## src/rtl/core/qrag_pkg.sv

```systemverilog
// qrag_pkg: shared widths and word types for the gravity-compensated quaternion rotation
// used by qrag_clip and quat_rotate_accel_remove_gravity_top; no dependencies
`timescale 1ns / 1ps

package qrag_pkg;

    // sample and quaternion formats
    localparam int SAMPLE_WIDTH   = 16;
    localparam int QUAT_FRAC_BITS = 14;
    localparam int QUAT_WIDTH     = QUAT_FRAC_BITS + 2;

    // gravity offset after reset, one g in the sample format
    localparam int GRAVITY_RESET = 4096;

    // datapath widths
    localparam int PROD1_WIDTH = SAMPLE_WIDTH + QUAT_WIDTH;  // q * a
    localparam int T_WIDTH     = PROD1_WIDTH + 2;            // sum of three products
    localparam int PROD2_WIDTH = T_WIDTH + QUAT_WIDTH;       // t * q
    localparam int R_WIDTH     = PROD2_WIDTH + 2;            // sum of four products
    localparam int DROP_BITS   = 2 * QUAT_FRAC_BITS;
    localparam int RND_WIDTH   = R_WIDTH + 1 - DROP_BITS;    // after rounding shift

    typedef struct packed {
        logic signed [SAMPLE_WIDTH-1:0] accel_x;
        logic signed [SAMPLE_WIDTH-1:0] accel_y;
        logic signed [SAMPLE_WIDTH-1:0] accel_z;
        logic signed [QUAT_WIDTH-1:0]   quat_w;
        logic signed [QUAT_WIDTH-1:0]   quat_x;
        logic signed [QUAT_WIDTH-1:0]   quat_y;
        logic signed [QUAT_WIDTH-1:0]   quat_z;
    } sample_t;

    typedef struct packed {
        logic signed [SAMPLE_WIDTH-1:0] global_x;
        logic signed [SAMPLE_WIDTH-1:0] global_y;
        logic signed [SAMPLE_WIDTH-1:0] global_z;
        logic                           saturated;
    } result_t;

endpackage

```

## src/rtl/core/qrag_clip.sv

```systemverilog
// qrag_clip: saturates a wide signed value to the sample width and flags clipping
// depends on qrag_pkg for the sample width
`timescale 1ns / 1ps

module qrag_clip #(
    parameter int IN_WIDTH = 25
) (
    input  logic signed [IN_WIDTH-1:0]               value,
    output logic signed [qrag_pkg::SAMPLE_WIDTH-1:0] clipped,
    output logic                                     clip_flag
);

    localparam int SW = qrag_pkg::SAMPLE_WIDTH;

    logic in_range;

    // in range when every bit above the output sign bit matches the sign
    assign in_range = (value[IN_WIDTH-1:SW-1] == {(IN_WIDTH-SW+1){1'b0}})
                   || (value[IN_WIDTH-1:SW-1] == {(IN_WIDTH-SW+1){1'b1}});

    always_comb
    begin
        clip_flag = !in_range;
        if (in_range)
        begin
            clipped = value[SW-1:0];
        end
        else if (value[IN_WIDTH-1])
        begin
            clipped = {1'b1, {(SW-1){1'b0}}};
        end
        else
        begin
            clipped = {1'b0, {(SW-1){1'b1}}};
        end
    end

endmodule

```

## config.mk

```make
export PLATFORM = sky130hd
export DESIGN_NAME = qrag_clip
export DESIGN_NICKNAME = d
export VERILOG_FILES = /design/src/rtl/core/qrag_pkg.sv /design/src/rtl/core/qrag_clip.sv
export SDC_FILE = /design/constraint.sdc
export NUM_CORES = 1
export LEC_CHECK = 0
export BUFFER_PORTS_ARGS = -buffer_cell sky130_fd_sc_hd__buf_2
export CAP_MARGIN = 40
export CORE_AREA = 2 2 39 41
export DETAILED_ROUTE_END_ITERATION = 12
export DIE_AREA = 0 0 41 43
export PLACE_DENSITY = 0.82
export SYNTH_ARGS = -nofsm -noshare
export SYNTH_HDL_FRONTEND = slang
export SYNTH_SLANG_ARGS = --single-unit
```

## constraint.sdc

```tcl
create_clock -name vclk -period 1.75
set_clock_uncertainty 0.2 [all_clocks]
set_input_delay 0.175 -clock vclk [all_inputs]
set_output_delay 0.175 -clock vclk [all_outputs]
set_load 0.005 [all_outputs]
```

Yosys cells after proc, flatten, opt, wreduce, memory -nomap -nowiden. Index checks and enable logic that the tools add are counted.

Output and inout bits: 17. Memory bits (read-only): 0. Register bits: 0. Input port bits: 25. Memories kept: 0. Bits in latches: 0. Logic and storage cells: 6. RAM bits: 0.

Shift operators: 0. Add/sub/neg operators: 0. Divide/modulo/power cells: 0. Reduce and logical (&&, ||, !) cells: 3. $lt $le $gt $ge: 0. $mul: 0. Bitwise logic cells: 0. Multiplexer cells: 2. Equality and inequality tests: 1.

Operator list (number): 16-bit two-way mux (2); 10-bit == test, second input constant (1); 10-bit zero test (1); 1-bit zero test (1); 1-bit logical OR (1).

Logic depth before layout (Yosys ltp). Gate-level depths: netlist of run 1.

Word-level depth: 3. Mapped depth: 5. Depth with buffers taken out: 3.

Worst setup path before layout of run 1. OpenSTA, ideal clock, no wires.

Path type: input-to-output. Start: input port value[20]. End: output port clipped[10] (netlist bit). Buffers on the path: 1. Required time: 1.375 ns. Cell stages on the path: 4. Slack: 0.280 ns. Data arrival time: 1.095 ns. Path through: nor4_2 -> nand2_1 -> buf_4 -> o221ai_2.

Longest elaborated chain between the ends: 3. Elaborated cells on any way between the ends: 4. Classes of those cells: eq/ne: 1; mux: 1; reduce/logical: 2.

Ends and longest elaborated chain: start, declared (RTL line qrag_clip.sv:8) `input logic signed [IN_WIDTH-1:0] value,`; 10-bit == test or 10-bit zero test (tied branches) (RTL line qrag_clip.sv:19, qrag_clip.sv:18); 1-bit logical OR * (RTL line qrag_clip.sv:19) `|| (value[IN_WIDTH-1:SW-1] == {(IN_WIDTH-SW+1){1'b1}});`; 16-bit two-way mux * (RTL line qrag_clip.sv:24) `if (in_range)`; end, declared (RTL line qrag_clip.sv:9) `output logic signed [qrag_pkg::SAMPLE_WIDTH-1:0] clipped,`.

Mark *: on every way between the ends. The rest lies on a longest branch, timed or not.

Final worst setup path of run 1.
Start: input port value[23]. End: output port clipped[10] (netlist bit).

Same word-level chain as after synthesis.

==> reports/summary.txt, run 1 <==
VDD IR-drop max: 0.1024 mV
share of total power in combinational logic: 1.000
Routed Antenna Nets: 0
final setup violation count: 0
I/O Buffers: 42
share of cells above drive strength 1: 0.6509
sw power: 60.10 µW
Global Route Usage Sum: 0.1359
pwr dens: 155.4 mW/mm²
wire per inst: 12.92 µm
Slew HR: 0.7350
pre-CTS WS: 42.00 ps
Clk pwr share: 0
antenna violations before repair: 0
clock buffers: 0
largest cells by area after synthesis: o221ai_2, nand2_1, o221ai_1
I/O pin total: 42
largest net degree at the start of global routing: 17
post-DP HPWL: 989.5 µm
Fill cells: 123
FP Rows: 14
outcome: finished clean
area leader, netlist: o221ai_2
period utilization: 0.9686
seq_cells: 0
final WL: 1.576 mm
count leader, synth: nand2_1
area of the multi-input gates: 456.7 µm²
min cycle time layout: 1695 ps
Max Fanout on Critical Path: 7
Layout area overhead: 72.85%
DRC viols: 0
Commonest cells post-synth: nand2_1, o221ai_2, o221ai_1
cell count after synthesis: 62
post-layout util: 0.5642
global-route wire length before repair: 1.828 mm
Worst setup EP type: output port
DR iter-0 viols: 10
Syn Nets: 87
Avg Inst Size Synth: 7.285 µm²
ANT cells: 0
f_max: 589.9 MHz
Flop pwr share: 0
Synth top area share: 0.3324
first-pass detailed-route iteration total: 4
register area share after synthesis: 0
fin. max-slew vios: 0
Final Worst Setup Slack: 54.92 ps
Die X-Extent: 41 µm
Final Hold Viols: 0
mean number of vias per cell: 5.590
Max Cap Viol: 0
Placer Congestion: 0.6469
FF+latch area: 0 µm²
hold crit path type: primary input to output port
die footprint: 0.001763 mm²
Netlist cell types: 16
Setup CP Type: primary input to output port
worst hold margin: 428.2 ps
worst-margin pin slew: 396.0 ps
worst endpoint required time: 1370 ps
grt ovf: 0
number of global-route vias before repair: 484
Vias: 682
core area: 0.001384 mm²
synthesized area: 451.7 µm²
Switching Share: 0.4952
internal power: 61.26 µW
CP Launch Type: primary input
CP arrival: 1320 ps
Final nets: 133
Yosys warning total: 0
# hold bufs at CTS: 0
Starting Density: 0.3264
leakage power total: 0.0002912 µW
Power, Total: 121.4 µW
Die H: 43 µm
cells in the final DEF (no fill, tap or decap), drive strengths merged:
cell type   n
a31o        2
a41oi       1
buf        49
nand3       1
nand2      31
and3        1
o221ai     15
nor2        1
nor4        2
and4        2
clkbuf      1
worst paths after layout:
check	startpoint	to	slack, ps	depth (start not counted)
setup / recovery	value[23]	clipped[10]	50	6
hold / removal	value[24]	clipped[15]	430	2
cells by family (layout without fill, tap and decap cells):
kind of cell	count (synthesis)	in the layout	synth area share
compound gates	17	18	0.4875
buf+inv	7	50	0.1080
simple gates	38	38	0.4044
worst max-delay path: stages:
cell	delay [ps]
buf_2	120
nor4_4	360
nand2_2	150
clkbuf_16	200
o221ai_2	170
buf_2	130
layout make-up:
type	instances	share of cell area
Multi-Input combinational cell	56	0.5849
Tap cell	16	0.02564
Timing Repair Buffer	50	0.3894
through the flow:
step / TNS [ps] / instances / instance area, µm²
6_report: 0 / 122 / 780.7
2_1_floorplan: 0 / 62 / 451.7
3_3_place_gp: 0 / 118 / 670.6
4_1_cts: 0 / 118 / 670.6
3_5_place_dp: 0 / 118 / 670.6
5_1_grt: -1.953 / 122 / 780.7
metal layers:
metal / GRT usage / wire length [µm]
met5: 0 / 0
met4: 0 / 15
met3: 0.005236 / 124
met2: 0.2563 / 792
met1: 0.1677 / 643
power by group through the flow:
stage               Sequential, µW  Clock, µW  Combinational (µW)
floorplan                        0          0                49.7
global placement                 0          0                 103
detailed placement               0          0                 106
CTS                              0          0                 106
global route                     0          0                 133
finish                           0          0                 121
timing repair:
action,CTS,global route
hold endpoints to repair,0,0
setup endpoints to repair,0,13
setup buffers,0,2
gates resized for setup,0,11
Power figures use the tool's default switching activity.
==> run 2: changes to the inputs <==
==> constraint.sdc (replaced) <==
create_clock -name vclk -period 1.75
set_clock_uncertainty 0.2 [all_clocks]
set_input_delay 0.2625 -clock vclk [all_inputs]
set_output_delay 0.2625 -clock vclk [all_outputs]
set_load 0.005 [all_outputs]
==> run 2 against run 1 <==
Highest routed layer is now met3. Total power up 8.9%. Sequential share of layout area unchanged. Hold slack better by 240 ps. Combinational power up 9%. Die area unchanged. Largest cell class unchanged. Worst setup slack worse by 120 ps. Final area up 3.4%. Cell count up 1.6%. First-iteration DRC count up 30%. The flow now finishes with violations (negative setup slack). Wire length up 8.6%.
==> reports/summary.txt, run 2 (synthesis gave the netlist of run 1 again) <==
outcome: complete, but fails checks
violations in the final reports: negative setup slack
VDD IR-drop max: 0.09365 mV
mean number of vias per cell: 5.613
Vias: 696
I/O pin total: 42
setup repair after global routing missed its margin: true
Post-DP Area: 685.7 µm²
Global Route Usage Sum: 0.2118
f_max: 552.3 MHz
min cycle time layout: 1811 ps
pwr dens: 163.7 mW/mm²
Fill cells: 131
Setup CP Type: primary input to output port
fin cells: 124
CP max stage cell: nor4_4
clock buffers: 0
leakage power total: 0.0002975 µW
CP delay by family, top: buffers and inverters
final setup violation count: 15
Max Fanout on Critical Path: 8
seq_cells: 0
antenna violations before repair: 0
post-layout util: 0.5832
largest net degree at the start of global routing: 17
max incr delay on CP: 320 ps
most common cell after layout, fill and taps aside: buf_2
crit path cell chain: buf_6 -> nor4_4 -> buf_4 -> a31o_4 -> o221ai_2 -> buf_2
wire per inst: 13.80 µm
share of cells above drive strength 1: 0.6759
fin. max-slew vios: 0
Final nets: 135
die footprint: 0.001763 mm²
Placer Congestion: 0.6500
Slew HR: 0.8143
final instance area: 807.0 µm²
worst path bufs/invs: 3
first-pass detailed-route iteration total: 4
FP Rows: 14
post-DP HPWL: 1.066 mm
hold crit path type: primary input to output port
Die X-Extent: 41 µm
DR iter-0 viols: 13
placed cell count: 120
period utilization: 1.035
number of global-route vias before repair: 638
core area: 0.001384 mm²
worst endpoint required time: 1290 ps
FF+latch area: 0 µm²
final WL: 1.711 mm
CP Launch Type: primary input
Final Worst Setup Slack: -60.74 ps
global-route wire length before repair: 2.766 mm
Power, Total: 132.1 µW
Routed Antenna Nets: 0
ANT cells: 0
CP arrival: 1350 ps
Max Cap Viol: 0
grt ovf: 0
worst-margin pin slew: 276.5 ps
DRC viols: 0
I/O Buffers: 42
most frequent cells in the layout: buf_2, nand2_1, o221ai_2
Final Hold Viols: 0
Worst setup EP type: output port
Die H: 43 µm
Starting Density: 0.3264
Layout area overhead: 78.67%
## run 2: changes by cell type in the layout (fill, tap and decap cells not counted)
| cell | previous run | this run |
|---|---|---|
| nor2_1 | 1 | 0 |
| buf_6 | 1 | 7 |
| buf_12 | 1 | 0 |
| buf_4 | 5 | 7 |
| clkbuf_16 | 1 | 0 |
| o221ai_1 | 1 | 0 |
| buf_2 | 42 | 38 |
| o221ai_2 | 14 | 15 |
| nor2_2 | 0 | 1 |
## run 2: path summary, 6_finish.rpt
check	startpoint	endpoint	slack [ps]	cells after the start
min	value[15]	clip_flag	670	3
max	value[19]	clipped[2]	-60	6
## run 2: metal layers
layer | vias to the layer above | GRT usage | routed length (µm)
li1 | 336 | - | -
met1 | 326 | 0.2690 | 635
met3 | 0 | 0.01047 | 149
met4 | 0 | 0.02000 | 0
met5 | - | 0 | 0
met2 | 34 | 0.3813 | 925
## run 2: final cells by class
type,count,area (µm²),share of cell area
Timing Repair Buffer,52,321.6,0.3984
Multi-Input combinational cell,56,465.4,0.5767
Tap cell,16,20.02,0.02481
## run 2: stage by stage
| step | worst slack, ps | TNS, ps | hold WS (ps) |
|---|---|---|---|
| 3_3_place_gp | -87.96 | -1042 | 622.5 |
| 6_report | -60.74 | -510.0 | 668.4 |
| 2_1_floorplan | 105.0 | 0 | 404.4 |
| 4_1_cts | -37.94 | -290.3 | 634.2 |
| 5_1_grt | -128.2 | -1597 | 699.8 |
| 3_5_place_dp | -125.9 | -1659 | 621.0 |
## run 2: what timing repair did
action,in CTS,in global routing
setup endpoints to repair,16,16
gates cloned,1,0
setup buffers,3,0
hold buffers,0,0
pin swaps,5,0
gates resized for setup,16,0
## run 2: tightest hold or removal path: cells and delay by family
family                 cells  cell delay (ps)
buffers and inverters      2              230
AOI/OAI and AO/OA          1              110
## run 2: where the power goes
part           leakage [µW]  switching, µW  internal, µW
Clock                     0              0             0
Sequential                0              0             0
Combinational      0.000298           63.4          68.7
